$ cat config.mk
export PLATFORM = sky130hd
export DESIGN_NAME = multi_button_debounce_latch
export DESIGN_NICKNAME = d
export VERILOG_FILES = /design/src/mbdl_pkg.sv /design/src/mbdl_lane.sv /design/src/mbdl_merge.sv /design/src/multi_button_debounce_latch.sv
export SDC_FILE = /design/constraint.sdc
export NUM_CORES = 1
export LEC_CHECK = 0
export BUFFER_PORTS_ARGS = -buffer_cell sky130_fd_sc_hd__buf_2
export CAP_MARGIN = 20
export CORE_ASPECT_RATIO = 1.4
export CORE_MARGIN = 10
export CORE_UTILIZATION = 40
export DETAILED_ROUTE_END_ITERATION = 7
export PLACE_DENSITY_LB_ADDON = 0.12
export RECOVER_POWER = 50
export SYNTH_ARGS = -nofsm -noshare
export SYNTH_HDL_FRONTEND = slang
export SYNTH_SLANG_ARGS = --single-unit
$ cat constraint.sdc
create_clock -name i_clk -period 5.87 [get_ports i_clk]
set_clock_uncertainty 0.05 [all_clocks]
set_input_delay 1.4675 -clock i_clk [delete_from_list [all_inputs] [get_ports i_clk]]
set_output_delay 1.4675 -clock i_clk [all_outputs]
set_load 0.1 [all_outputs]
$ cat src/mbdl_pkg.sv
// ----------------------------------------------------------------------------
// mbdl_pkg
// shared constants, types and helpers of the multi-button debounce latch
// ----------------------------------------------------------------------------
package mbdl_pkg;

    // number of button channels, 1 to 16
    localparam int NUM_CHANNELS = 2;

    localparam int PIN_W   = 16;
    localparam int TIME_W  = 32;
    localparam int LIMIT_W = 16;
    localparam int CH_W    = 4;
    localparam int CH_CNT_W = 5;   // holds NUM_CHANNELS itself
    localparam int COUNT_W = 5;
    localparam int CFG_IDX_W = 2;

    // item opcodes
    localparam logic OP_TICK = 1'b0;
    localparam logic OP_READ = 1'b1;

    // configuration register indexes
    localparam logic [CFG_IDX_W-1:0] CFG_BLOCK_ENABLE    = 2'd0;
    localparam logic [CFG_IDX_W-1:0] CFG_DEBOUNCE_MS     = 2'd1;
    localparam logic [CFG_IDX_W-1:0] CFG_ACTIVE_LOW_MASK = 2'd2;

    // configuration reset values
    localparam logic               RST_BLOCK_ENABLE    = 1'b1;
    localparam logic [LIMIT_W-1:0] RST_DEBOUNCE_MS     = 16'd50;
    localparam logic [PIN_W-1:0]   RST_ACTIVE_LOW_MASK = 16'd3;

    // broadcast to every lane for one tick beat
    typedef struct packed {
        logic               tick;
        logic [TIME_W-1:0]  now_ms;
        logic [LIMIT_W-1:0] debounce_ms;
    } t_tick_cmd;

    // one result beat
    typedef struct packed {
        logic               clicked;
        logic [PIN_W-1:0]   bitmap;
        logic [COUNT_W-1:0] count;
    } t_result;

    // population count as four nibble counts and a final add
    function automatic logic [COUNT_W-1:0] popcount16(input logic [PIN_W-1:0] v);
        logic [2:0] nib [4];
        logic [COUNT_W-1:0] sum;
        sum = '0;
        for (int n = 0; n < 4; n++) begin
            nib[n] = 3'(v[4*n]) + 3'(v[4*n+1]) + 3'(v[4*n+2]) + 3'(v[4*n+3]);
        end
        for (int n = 0; n < 4; n++) begin
            sum = sum + COUNT_W'(nib[n]);
        end
        return sum;
    endfunction

endpackage

$ cat src/mbdl_lane.sv
// ----------------------------------------------------------------------------
// mbdl_lane
// one channel: idle / debouncing / pressed state machine and sticky latch
// ----------------------------------------------------------------------------
module mbdl_lane
    import mbdl_pkg::*;
(
    input  logic      i_clk,
    input  logic      i_rst_n,
    input  t_tick_cmd i_cmd,
    input  logic      i_active,
    input  logic      i_clear,
    output logic      o_latch,
    output logic      o_latch_next
);

    localparam logic [1:0] PH_IDLE    = 2'd0;
    localparam logic [1:0] PH_DEB     = 2'd1;
    localparam logic [1:0] PH_PRESSED = 2'd2;

    logic [1:0]        r_phase, n_phase;
    logic [TIME_W-1:0] r_start, n_start;
    logic              r_latch, n_latch;
    logic [TIME_W-1:0] elapsed;
    logic              limit_hit;

    // elapsed time wraps modulo 2^32
    assign elapsed   = i_cmd.now_ms - r_start;
    assign limit_hit = elapsed >= {{(TIME_W-LIMIT_W){1'b0}}, i_cmd.debounce_ms};

    always_comb begin
        n_phase = r_phase;
        n_start = r_start;
        n_latch = r_latch;
        if (i_cmd.tick) begin
            case (r_phase)
                PH_DEB: begin
                    if (limit_hit) begin
                        n_latch = 1'b1;
                        n_phase = PH_PRESSED;
                    end else if (!i_active) begin
                        n_phase = PH_IDLE;
                    end
                end
                PH_PRESSED: begin
                    if (!i_active) begin
                        n_phase = PH_IDLE;
                    end
                end
                default: begin
                    if (i_active) begin
                        n_start = i_cmd.now_ms;
                        n_phase = PH_DEB;
                    end else begin
                        n_phase = PH_IDLE;
                    end
                end
            endcase
        end
        if (i_clear) begin
            n_latch = 1'b0;
        end
    end

    always_ff @(posedge i_clk) begin
        if (!i_rst_n) begin
            r_phase <= PH_IDLE;
            r_latch <= 1'b0;
        end else begin
            r_phase <= n_phase;
            r_latch <= n_latch;
        end
    end

    // start time needs no reset, only read after debouncing wrote it
    always_ff @(posedge i_clk) begin
        r_start <= n_start;
    end

    assign o_latch      = r_latch;
    assign o_latch_next = r_latch | ((r_phase == PH_DEB) & limit_hit);

endmodule

$ cat src/mbdl_merge.sv
// ----------------------------------------------------------------------------
// mbdl_merge
// combines lane latches into the result beat, with output register and skid
// ----------------------------------------------------------------------------
module mbdl_merge
    import mbdl_pkg::*;
(
    input  logic             i_clk,
    input  logic             i_rst_n,
    input  logic             i_load,
    input  logic             i_op,
    input  logic [CH_W-1:0]  i_channel,
    input  logic             i_enable,
    input  logic [PIN_W-1:0] i_latch_cur,
    input  logic [PIN_W-1:0] i_latch_tick,
    input  logic             i_out_ready,
    output logic             o_in_ready,
    output logic             o_out_valid,
    output t_result          o_result
);

    t_result          res;
    logic [PIN_W-1:0] raw_bm;
    logic             ch_ok;

    logic    r_out_valid, n_out_valid;
    logic    r_skid_valid, n_skid_valid;
    t_result r_out, n_out;
    t_result r_skid, n_skid;
    logic    pop;

    // ticks report after their update, reads before any clear
    assign raw_bm = (i_op == OP_READ) ? i_latch_cur : i_latch_tick;
    assign ch_ok  = {1'b0, i_channel} < CH_CNT_W'(NUM_CHANNELS);

    always_comb begin
        res.bitmap  = i_enable ? raw_bm : '0;
        res.count   = popcount16(res.bitmap);
        res.clicked = (i_op == OP_READ) & i_enable & ch_ok & i_latch_cur[i_channel];
    end

    assign pop = r_out_valid & i_out_ready;

    always_comb begin
        n_out_valid  = r_out_valid;
        n_skid_valid = r_skid_valid;
        n_out        = r_out;
        n_skid       = r_skid;
        if (pop) begin
            if (r_skid_valid) begin
                n_out        = r_skid;
                n_skid_valid = 1'b0;
            end else if (i_load) begin
                n_out = res;
            end else begin
                n_out_valid = 1'b0;
            end
        end else if (i_load) begin
            if (!r_out_valid) begin
                n_out       = res;
                n_out_valid = 1'b1;
            end else begin
                n_skid       = res;
                n_skid_valid = 1'b1;
            end
        end
    end

    always_ff @(posedge i_clk) begin
        if (!i_rst_n) begin
            r_out_valid  <= 1'b0;
            r_skid_valid <= 1'b0;
        end else begin
            r_out_valid  <= n_out_valid;
            r_skid_valid <= n_skid_valid;
        end
    end

    always_ff @(posedge i_clk) begin
        r_out  <= n_out;
        r_skid <= n_skid;
    end

    assign o_in_ready  = ~r_skid_valid;
    assign o_out_valid = r_out_valid;
    assign o_result    = r_out;

endmodule

$ cat src/multi_button_debounce_latch.sv
// ----------------------------------------------------------------------------
// multi_button_debounce_latch
// debouncer for several buttons with sticky click latches
// ----------------------------------------------------------------------------
// Each channel runs its own idle / debouncing / pressed state machine in a
// lane of its own; all lanes update together on a tick beat. A tick carries a
// millisecond timestamp and the raw pin levels; a read beat returns one
// channel's click latch and may clear it. Every beat yields exactly one result
// beat with the clicked bit, the enable-gated latch bitmap and its count. The
// block takes one beat per clock cycle, back to back, while o_in_ready is high;
// each result is registered in the output register or, while that waits, in
// a skid register behind it, which keeps i_in_valid flowing, so o_in_ready
// drops only when both hold unread results. The configuration port is always
// ready; write it only while the block is idle.
// ----------------------------------------------------------------------------
module multi_button_debounce_latch
    import mbdl_pkg::*;
(
    input  logic                 i_clk,
    input  logic                 i_rst_n,
    // configuration write channel
    input  logic                 i_cfg_valid,
    output logic                 o_cfg_ready,
    input  logic [CFG_IDX_W-1:0] i_cfg_index,
    input  logic [PIN_W-1:0]     i_cfg_data,
    // input beats
    input  logic                 i_in_valid,
    output logic                 o_in_ready,
    input  logic                 i_op,
    input  logic [TIME_W-1:0]    i_now_ms,
    input  logic [PIN_W-1:0]     i_pin_levels,
    input  logic [CH_W-1:0]      i_channel,
    input  logic                 i_clear_after_read,
    // result beats
    output logic                 o_out_valid,
    input  logic                 i_out_ready,
    output logic                 o_clicked,
    output logic [PIN_W-1:0]     o_pressed_bitmap,
    output logic [COUNT_W-1:0]   o_pressed_count
);

    // configuration registers
    logic               r_enable;
    logic [LIMIT_W-1:0] r_debounce_ms;
    logic [PIN_W-1:0]   r_active_low_mask;

    logic               in_accept;
    logic               cfg_accept;
    t_tick_cmd          tick_cmd;
    logic [PIN_W-1:0]   active;
    logic [PIN_W-1:0]   latch_cur;
    logic [PIN_W-1:0]   latch_tick;
    logic               read_clear;
    logic [CH_CNT_W-1:0] ch_ext;
    t_result            result;

    assign o_cfg_ready = 1'b1;
    assign cfg_accept  = i_cfg_valid & o_cfg_ready;
    assign in_accept   = i_in_valid & o_in_ready;

    always_ff @(posedge i_clk) begin
        if (!i_rst_n) begin
            r_enable          <= RST_BLOCK_ENABLE;
            r_debounce_ms     <= RST_DEBOUNCE_MS;
            r_active_low_mask <= RST_ACTIVE_LOW_MASK;
        end else if (cfg_accept) begin
            case (i_cfg_index)
                CFG_BLOCK_ENABLE:    r_enable          <= i_cfg_data[0];
                CFG_DEBOUNCE_MS:     r_debounce_ms     <= i_cfg_data;
                CFG_ACTIVE_LOW_MASK: r_active_low_mask <= i_cfg_data;
                default: begin
                    // unknown index: ignored
                end
            endcase
        end
    end

    // pin is active when its level differs from the active-low bit
    assign active = i_pin_levels ^ r_active_low_mask;

    always_comb begin
        tick_cmd.tick        = in_accept & (i_op == OP_TICK);
        tick_cmd.now_ms      = i_now_ms;
        tick_cmd.debounce_ms = r_debounce_ms;
    end

    // a read clears only an in-range channel while the block is enabled
    assign ch_ext     = {1'b0, i_channel};
    assign read_clear = in_accept & (i_op == OP_READ) & r_enable & i_clear_after_read
                      & (ch_ext < CH_CNT_W'(NUM_CHANNELS));

    genvar g;
    generate
        for (g = 0; g < NUM_CHANNELS; g++) begin : g_lane
            mbdl_lane u_lane (
                .i_clk        (i_clk),
                .i_rst_n      (i_rst_n),
                .i_cmd        (tick_cmd),
                .i_active     (active[g]),
                .i_clear      (read_clear & (i_channel == CH_W'(g))),
                .o_latch      (latch_cur[g]),
                .o_latch_next (latch_tick[g])
            );
        end
        // channels beyond the lane count report zero
        if (NUM_CHANNELS < PIN_W) begin : g_pad
            assign latch_cur[PIN_W-1:NUM_CHANNELS]  = '0;
            assign latch_tick[PIN_W-1:NUM_CHANNELS] = '0;
        end
    endgenerate

    mbdl_merge u_merge (
        .i_clk        (i_clk),
        .i_rst_n      (i_rst_n),
        .i_load       (in_accept),
        .i_op         (i_op),
        .i_channel    (i_channel),
        .i_enable     (r_enable),
        .i_latch_cur  (latch_cur),
        .i_latch_tick (latch_tick),
        .i_out_ready  (i_out_ready),
        .o_in_ready   (o_in_ready),
        .o_out_valid  (o_out_valid),
        .o_result     (result)
    );

    assign o_clicked        = result.clicked;
    assign o_pressed_bitmap = result.bitmap;
    assign o_pressed_count  = result.count;

`ifndef SYNTHESIS
    // count always matches the bitmap it travels with
    a_count_match: assert property (@(posedge i_clk) disable iff (!i_rst_n)
        o_out_valid |-> (o_pressed_count == COUNT_W'($countones(o_pressed_bitmap))))
        else $error("pressed count does not match bitmap");

    // no bitmap bit above the last channel
    a_bitmap_range: assert property (@(posedge i_clk) disable iff (!i_rst_n)
        o_out_valid |-> ((o_pressed_bitmap >> NUM_CHANNELS) == '0))
        else $error("bitmap bit set beyond channel count");

    // a clicked read is always reflected in the pre-clear bitmap
    a_clicked_in_bitmap: assert property (@(posedge i_clk) disable iff (!i_rst_n)
        (o_out_valid && o_clicked) |-> (o_pressed_bitmap != '0))
        else $error("clicked set with empty bitmap");

    // input stalls only while the output register holds a beat
    a_stall_needs_output: assert property (@(posedge i_clk) disable iff (!i_rst_n)
        !o_in_ready |-> o_out_valid)
        else $error("input stalled with empty output register");

    // an accepted beat always leaves the output register valid next cycle
    a_accept_to_output: assert property (@(posedge i_clk) disable iff (!i_rst_n)
        in_accept |=> o_out_valid)
        else $error("accepted beat produced no result");
`endif

endmodule

== Word level (Yosys, flattened, before mapping) ==
Index checks and enable logic that the tools add are counted.

* Flip-flop bits (word level): 135
* Bits of input ports: 77
* Output and inout port bits: 25
* Logic and storage cells: 112

* Add/subtract/negate cells: 17
* Magnitude comparators: 4
* Eq/ne operators: 10
* Muxes and demuxes: 21
* Bitwise operators: 23
* Reductions and logical operators: 20

{| class="wikitable"
|+ Operators by type and width
! kind !! number
|-
| $mux 22 || 5
|-
| $ge 32x16->1 || 2
|-
| $sub 32x32->32 || 2
|-
| $add 3x1->3 || 8
|-
| $reduce_and 3->1 || 7
|-
| $mux 16 || 1
|-
| $and 1x1->1 || 14
|-
| $add 5x3->5 || 2
|-
| $mux 2 || 5
|-
| $reduce_or 2->1 || 5
|-
| $add 1x1->2 || 4
|-
| $pmux 2 s2 || 2
|-
| $reduce_and 2->1 || 4
|-
| $mux 1 || 7
|-
| $eq 2x1->1 const B || 3
|-
| $eq 2x2->1 const B || 3
|-
| $ne 2x2->1 const B || 3
|-
| $not 1->1 || 6
|-
| $lt 4x5->1 const B || 1
|-
| $add 3x3->4 || 1
|-
| $bmux 1 s4 || 1
|-
| $eq 4x1->1 const B || 1
|-
| $logic_not 4->1 || 1
|-
| $lt 4x2->1 const B || 1
|-
| other kinds (4) || 6
|}

== Logic depth before layout (Yosys ltp) ==
Gate-level depths: netlist (run 1).

* Depth after elaboration: 15
* Mapped depth: 24

== Modules after synthesis ==
From an unflattened synthesis (run 1), not the netlist that was laid out.

* Cell total of the unflattened synthesis: 1,226
* Area, all modules: 11,368.4 um^2

{| class="wikitable"
|+ Modules (own cells, without submodules)
! module !! times used !! cells an instance !! area an instance (um^2) !! seq. area each (um^2)
|-
| mbdl_lane at g_lane[1].u_lane || 1 || 472 || 4,092.7 || 1,021.0
|-
| mbdl_lane at g_lane[0].u_lane || 1 || 470 || 3,896.2 || 1,021.0
|-
| mbdl_merge || 1 || 189 || 2,498.6 || 1,361.3
|-
| multi_button_debounce_latch || 1 || 95 || 880.8 || 380.4
|}

== Least setup slack after synthesis (run 1) ==
No wires, ideal clock.

* Path kind: in2reg
* Start point: in i_now_ms[1]
* End point: reg u_merge.r_out (netlist bit u_merge.o_result[0]) (data pin)
* Arrival: 5,932 ps
* Data required time: 5,560 ps
* Setup slack: -371 ps
* Cell stages on the path: 23
* Path buffers: 0
* Path through: ha_1 > nor2b_1 > o2111ai_1 > a311oi_4 > or3_1 > nand2_1 > nand2_1 > a21o_1 > a21oi_1 > xnor2_1 > ha_1 > nand2_1 > nor2_1 > a211oi_1 > o221ai_1 > a2111oi_0 > or4b_1 > nor4_1 > nand4_1 > nand2_1 > o21ai_1 > ha_1 > mux2_2

{| class="wikitable"
|+ RTL lines
! what !! line !! RTL
|-
| start, declared || multi_button_debounce_latch.sv:30 || <nowiki>input logic [TIME_W-1:0] i_now_ms,</nowiki>
|-
| end signal, assigned || mbdl_merge.sv:80 || <nowiki>r_out <= n_out;</nowiki>
|-
| end, declared || mbdl_merge.sv:28 || <nowiki>t_result r_out, n_out;</nowiki>
|}

==> qor.csv, run 1 <==
stage,metric,value,unit
logic_synthesis,synth.avg_cell_area,8.62,sq um
finish,final_cell_mix,"buf_4 (115), nand2_1 (103), inv_1 (99)",
sta,worst_pin_slew,777,ps
logic_synthesis,ys_warn_count,0,
flow_run,maxCapViolCount,0,
clock_network,ctsHtreeMaxLevel,3,
global_routing,top_usage_layer,met2,
sta,setup_tns,-95.2,ps
sta,post-route-min-period,5940,ps
detailed_routing,routed_wl,25000,um
sta,final.setup.worst_slack,-72.1,ps
critical_path,worst_path_largest_cell_delay,520,ps
global_routing,grt_pass1_wl,40400,um
die,core,21200,sq um
power_and_ir_drop,p_sw_frac,0.356,
placement,dpl_cell_area,10000,sq um
global_routing,track_usage,0.181,
sta,whs,417,ps
die,initial_core_util,0.406,
critical_path,arrival,6010,ps
critical_path,cp_slowest_cell,or4b_4,
critical_path,r2r_start,g_lane[1].u_lane.r_start[1],
finish,multi_input_area,5570,sq um
clock_network,clock-sinks,101,
sta,slew_headroom,0.481,
logic_synthesis,synth_flop_cell,edfxtp_1,
detailed_routing,drc,0,
critical_path,critPathMaxFanout,3,
detailed_routing,vias_per_cell,5.47,
die,die_x,144,um
die,pin_count,102,
sta,finalCritPeriodShare,1.01,
critical_path,required,5940,ps
logic_synthesis,ys_ff_latch,101,
finish,fin_area,10600,sq um
clock_network,cts_tree,done,
logic_synthesis,yosys.area.top_type,edfxtp_1,
clock_network,cts_root_buf,clkbuf_16,
finish,area_growth,23.0,%
power_and_ir_drop,combPwrFrac,0.350,
worst_hold_path,hp-class,reg -> reg,
logic_synthesis,synth_xor_area_frac,0.0397,
power_and_ir_drop,power_frac_seq,0.364,
clock_network,worstSkewPairLatency,370,ps
logic_synthesis,synthAdderAreaFrac,0.149,
finish,final_common_cell,buf_4,
global_routing,grt_max_degree,34,
power_and_ir_drop,leakagePower,4.52,nW
detailed_routing,drt_iter0_markers,433,
finish,nFillCells,2077,
global_routing,first_global_vias,7811,
logic_synthesis,synthTopCellsByArea,"edfxtp_1 (26%), ha_1 (14%), dfxtp_1 (6.3%)",
clock_network,path_clk_slew,70,ps
placement,hpwl,20200,um
die,rows,63,
status,status,finished with violations,
detailed_routing,drtAntennaViolNets,0,
die,die_area,27900,sq um
power_and_ir_drop,internal_power,1.43,mW
logic_synthesis,synth.yosys.seq_area_share,0.321,
logic_synthesis,synth_edf_count,74,
detailed_routing,drtPass1Iterations,5,
clock_network,cts_hold_buf,0,
status,violations,negative setup slack,
critical_path,path_delay_family,simple AND/OR/NAND/NOR gates,
worst_hold_path,min_from,r_debounce_ms[9],
logic_synthesis,synth.area.mux_share,0.0157,
sta,final_max_slew_viol_count,0,
placement,portBuffers,69,
logic_synthesis,synth_compound_area_frac,0.235,
global_routing,met3_usage,0.0294,
finish,drive_gt1_frac,0.211,
global_routing,grtUsageMet1,0.211,
logic_synthesis,synth_cells,998,
sta,finalSetupViolCount,2,
finish,diodes,0,
critical_path,crit_path_end_kind,flip-flop,
detailed_routing,wl_per_cell,17.5,um
logic_synthesis,synthSimpleGateAreaFrac,0.167,
global_routing,gr-usage-met2,0.318,
power_and_ir_drop,p_total,2.21,mW
power_and_ir_drop,vdd_drop_max,0.000147,V
logic_synthesis,synth_top_family_by_area,compound AO/OA/AOI/OAI gates,
power_and_ir_drop,pwr-share-clk,0.286,
sta,rsz0062_at_grt,true,
placement,place.gp.congestion,0.869,
clock_network,cts_buffers,9,
power_and_ir_drop,powerDensity,209,nW/um^2
critical_path,start_kind,input pin,
sta,fmax,168,MHz
power_and_ir_drop,p_switching,0.787,mW
critical_path,critPathLaunch,i_now_ms[1],
detailed_routing,vias,7835,
logic_synthesis,syn_area,8600,sq um
critical_path,crit_type,in -> reg,
clock_network,clockBufferDepth,2,
critical_path,crit_buf_inv,2,
logic_synthesis,synth_cell_type_count,78,
die,die_y,194,um
sta,hold_viol_final,0,
global_routing,antenna_found_initial,0,
logic_synthesis,synthArstFlopShare,0,
logic_synthesis,synth.top_cell.area_share,0.258,
finish,seq_area,2760,sq um
finish,fin_nets,1346,
global_routing,gr-total-overflow,0,
path summary, 6_finish.rpt:
check        slack [ps]                   to  cells after the start
max                 -70  u_merge.o_result[0]                     25
min                 420     r_debounce_ms[9]                      2
max reg2reg         590  u_merge.o_result[0]                     25
min reg2reg         420     r_debounce_ms[9]                      2
registers in the layout, summed over array words and instances, names as in the netlist:
name / flops
r_enable: 1
r_debounce_ms: 16
u_merge.o_out_valid: 1
g_lane.u_lane.r_phase: 4
g_lane.u_lane.r_start: 64
u_merge.o_result: 5
u_merge.r_skid: 5
g_lane.u_lane.o_latch: 2
r_active_low_mask: 2
u_merge.r_skid_valid: 1
routing by layer:
layer / share of wire / routed length (um) / up-vias
li1: - / - / 3972
met1: 0.42 / 10500 / 3671
met2: 0.52 / 12900 / 148
met3: 0.034 / 843 / 44
met4: 0.032 / 802 / 0
met5: 0 / 0 / -
area by class of cell:
type	instances	share of cell area
multi-input combinational	768	0.527
timing repair buffer	188	0.118
clock buffer	10	0.0236
tap	260	0.0307
clock inverter	6	0.00461
inverter	100	0.0355
sequential	101	0.261
power groups by stage:
| stage | logic, mW | registers, mW | clock network (mW) |
|---|---|---|---|
| floorplan | 0.485 | 0.846 | 0 |
| global placement | 0.737 | 0.821 | 0 |
| detailed placement | 0.743 | 0.821 | 0 |
| CTS | 0.756 | 0.805 | 0.651 |
| global route | 0.862 | 0.808 | 0.668 |
| finish | 0.775 | 0.804 | 0.633 |
synth_stat cells (all sizes together), types with 3 or more instances:
cell type	n
a31oi	16
o21a	17
dfxtp	27
o41ai	4
xor2	15
nor4	9
or3	8
nand3b	3
a21boi	17
and4	3
nor2	58
a21oi	87
a2111oi	8
o22ai	4
o21ai	52
and3	8
o2111ai	7
o31ai	6
mux2i	9
nand3	17
nor3	19
xnor2	24
a221oi	3
a211oi	6
ha	99
clkbuf	20
o2111a	3
nand2b	9
o221ai	3
and2	5
buf	25
nor2b	10
a21o	27
edfxtp	74
inv	100
mux2	4
nand4	25
o211ai	13
nand2	109
nor3b	5
o21bai	5
cells by family after synthesis:
group / count (synthesis)
AOI/OAI and AO/OA: 301
xor gates and xnor gates: 39
adders and majority gates: 101
buffers and inverters: 145
DFF: 101
muxes: 13
other: 2
and+or+nand+nor: 296
per-stage QoR:
step | util | setup slack, ps | instances
after floorplan | - | 5.23 | 1014
after global placement | 0.473 | -709 | 1408
after detailed placement | 0.473 | -695 | 1409
after CTS | 0.491 | -81.9 | 1427
after global routing | 0.499 | -343 | 1433
final | 0.499 | -72.1 | 1433
tightest hold or removal path, stage by stage, from the launching register on:
cell and delay (ps):
dfxtp_1 310, nand2_1 50, a21boi_0 60
what timing repair did:
| item | 4_1_cts | 5_1_grt |
|---|---|---|
| gates resized for setup | 18 | 25 |
| setup endpoints to repair | 3 | 8 |
| hold endpoints to repair | 0 | 0 |
| pin swaps | 2 | 25 |
| buffers inserted | 2 | 5 |
Note: power is estimated with default switching activity, not from simulation.
==> run 2: changes to the inputs <==
BUFFER_PORTS_ARGS = -buffer_cell sky130_fd_sc_hd__clkbuf_2   (was -buffer_cell sky130_fd_sc_hd__buf_2)
HOLD_SLACK_MARGIN = 0.06   (was default)
RECOVER_POWER = 25   (was 50)
==> qor.csv, run 2 (synthesized netlist as in run 1, its figures left out) <==
stage,metric,value,unit,change
status,status,finished with violations,,unchanged
status,violations,negative setup slack,,unchanged
die,initial_core_util,0.406,,unchanged
power_and_ir_drop,powerDensity,211,nW/um^2,was 209 nW/um^2
detailed_routing,vias,7865,,"was 7,835"
finish,drive_gt1_frac,0.199,,was 0.211
sta,fmax,165,MHz,was 168 MHz
placement,place.gp.congestion,0.879,,was 0.869
sta,rsz0062_at_grt,true,,unchanged
global_routing,antenna_found_initial,0,,unchanged
clock_network,ctsHtreeMaxLevel,3,,unchanged
finish,diodes,0,,unchanged
clock_network,clockBufferDepth,2,,unchanged
finish,area_growth,22.1,%,was 23.0%
detailed_routing,drtPass1Iterations,5,,unchanged
sta,whs,415,ps,was 417 ps
placement,portBuffers,69,,unchanged
global_routing,grt_pass1_wl,40200,um,"was 40,400 um"
die,die_area,27900,sq um,unchanged
global_routing,grt_max_degree,34,,unchanged
flow_run,maxCapViolCount,0,,unchanged
die,pin_count,102,,unchanged
die,rows,63,,unchanged
finish,final_cell_mix,"buf_4 (111), nand2_1 (104), inv_1 (100)",,"was buf_4 (115), nand2_1 (103), inv_1 (99)"
clock_network,clock-sinks,101,,unchanged
detailed_routing,drt_iter0_markers,504,,was 433
critical_path,crit_path_end_kind,flip-flop,,unchanged
power_and_ir_drop,leakagePower,4.52,nW,about the same
sta,post-route-min-period,6050,ps,was 5940 ps
finish,final_common_cell,buf_4,,unchanged
global_routing,gr-total-overflow,0,,unchanged
finish,top_register,g_lane.u_lane.r_start,,unchanged
die,die_x,144,um,unchanged
sta,slew_headroom,0.447,,was 0.481
finish,nFillCells,2118,,"was 2,077"
worst_hold_path,min_from,r_debounce_ms[13],,was r_debounce_ms[9]
critical_path,crit_type,in -> reg,,unchanged
placement,hpwl,20500,um,"was 20,200 um"
detailed_routing,drtAntennaViolNets,0,,unchanged
critical_path,r2r_start,g_lane[1].u_lane.r_start[1],,unchanged
power_and_ir_drop,p_total,2.21,mW,about the same
sta,finalCritPeriodShare,1.03,,was 1.01
critical_path,ff2ff_setup_slack,490,ps,was 590 ps
sta,final_max_slew_viol_count,0,,unchanged
global_routing,track_usage,0.180,,was 0.181
global_routing,first_global_vias,7757,,"was 7,811"
critical_path,critPathMaxFanout,2,,was 3
sta,final.setup.worst_slack,-176,ps,was -72.1 ps
clock_network,cts_buffers,9,,unchanged
detailed_routing,wl_per_cell,17.6,um,was 17.5 um
clock_network,cts_tree,done,,unchanged
critical_path,required,5950,ps,was 5940 ps
power_and_ir_drop,vdd_drop_max,0.000153,V,was 0.000147 V
clock_network,worstSkewPairLatency,370,ps,about the same
critical_path,r2r_cells,25,,unchanged
critical_path,r2r_end,u_merge.o_result[0],,unchanged
worst_hold_path,min_to,r_debounce_ms[13],,was r_debounce_ms[9]
die,core,21200,sq um,unchanged
clock_network,cts_root_buf,clkbuf_16,,unchanged
sta,finalSetupViolCount,2,,unchanged
finish,postLayoutCoreUtil,0.496,,was 0.499
die,die_y,194,um,unchanged
finish,top_regs,"g_lane.u_lane.r_start x64, r_debounce_ms x16",,unchanged
worst_hold_path,hp-class,reg -> reg,,unchanged
detailed_routing,vias_per_cell,5.50,,was 5.47
finish,fin_nets,1343,,"was 1,346"
sta,hold_viol_final,0,,unchanged
critical_path,start_kind,input pin,,unchanged
clock_network,path_clk_slew,80,ps,was 70 ps
critical_path,arrival,6130,ps,was 6010 ps
clock_network,cts_hold_buf,0,,unchanged
worst_hold_path,whs_path_depth,2,,unchanged
detailed_routing,routed_wl,25100,um,"was 25,000 um"
finish,largest_register_ffs,64,,unchanged
detailed_routing,drc,0,,unchanged
sta,worst_pin_slew,828,ps,was 777 ps
[run 2: cell count changes in the layout (fill, tap and decap cells not counted), moves of 2 or more]
cell       before  now
clkbuf_2        0   52
buf_2          50    0
buf_4         115  111
a31oi_1        14   16
a31oi_2         2    0
ha_1           88   90
ha_2            3    1
inv_8           2    4
o2111ai_1       4    6
o2111ai_2       2    0
[run 2: worst max path at each step]
stage                            from             endpoint  depth (start not counted)
after floorplan           i_now_ms[0]  u_merge.o_result[0]                         24
after global placement    i_now_ms[1]  u_merge.o_result[0]                         25
after detailed placement  i_now_ms[1]  u_merge.o_result[0]                         25
after CTS                 i_now_ms[0]  u_merge.o_result[0]                         25
after global routing      i_now_ms[1]  u_merge.o_result[0]                         25
final                     i_now_ms[0]  u_merge.o_result[0]                         23
[run 2: area by class of cell]
class / count / area (sq um) / area share
multi-input combinational: 768 / 5510 / 0.525
clock buffer: 10 / 250 / 0.0238
clock inverter: 6 / 58.8 / 0.00560
timing repair buffer: 185 / 1220 / 0.116
tap: 260 / 325 / 0.0310
sequential: 101 / 2760 / 0.263
inverter: 100 / 375 / 0.0357
[run 2: metrics by stage]
step                instances  setup TNS [ps]  instance area (sq um)  setup WS [ps]
finish                   1430            -292                  10500           -176
detailed placement       1406           -2760                  10000           -642
floorplan                1014               0                   8760           5.23
global route             1430           -1080                  10500           -360
CTS                      1424           -78.0                  10400          -78.0
global placement         1406           -2620                  10000           -660
[run 2: worst max-delay path, cell delays in order]
cell	delay, ps
clkbuf_1	90
inv_1	80
ha_4	180
fa_1	410
nor2b_1	200
o2111ai_1	210
a31oi_1	270
a21oi_1	150
xnor2_1	220
ha_1	280
nand2_1	80
nor2_2	50
a211oi_2	220
o221ai_1	160
a2111oi_2	340
or4b_4	520
nor4_4	320
nand4_1	150
buf_6	160
nand2_4	60
o21ai_4	60
ha_4	220
mux2_4	250
[run 2: where the power goes]
group / leakage (nW) / switching, mW / internal (mW)
Combinational: 3.46 / 0.460 / 0.303
Clock: 0.156 / 0.320 / 0.327
Sequential: 0.903 / 0.00960 / 0.795
[run 2: what timing repair did]
action                                  in CTS  in global routing
endpoints found under the setup margin       3                  8
pin swaps                                    1                 21
buffers inserted                             2                  5
resized for setup                            7                 26
[run 2: metal layers]
| metal | global-route usage | up-vias | routed length (um) |
|---|---|---|---|
| met3 | 0.0324 | 38 | 982 |
| met2 | 0.324 | 151 | 13200 |
| met5 | 0 | - | 0 |
| li1 | - | 3967 | - |
| met1 | 0.204 | 3709 | 10200 |
| met4 | 0.0676 | 0 | 755 |
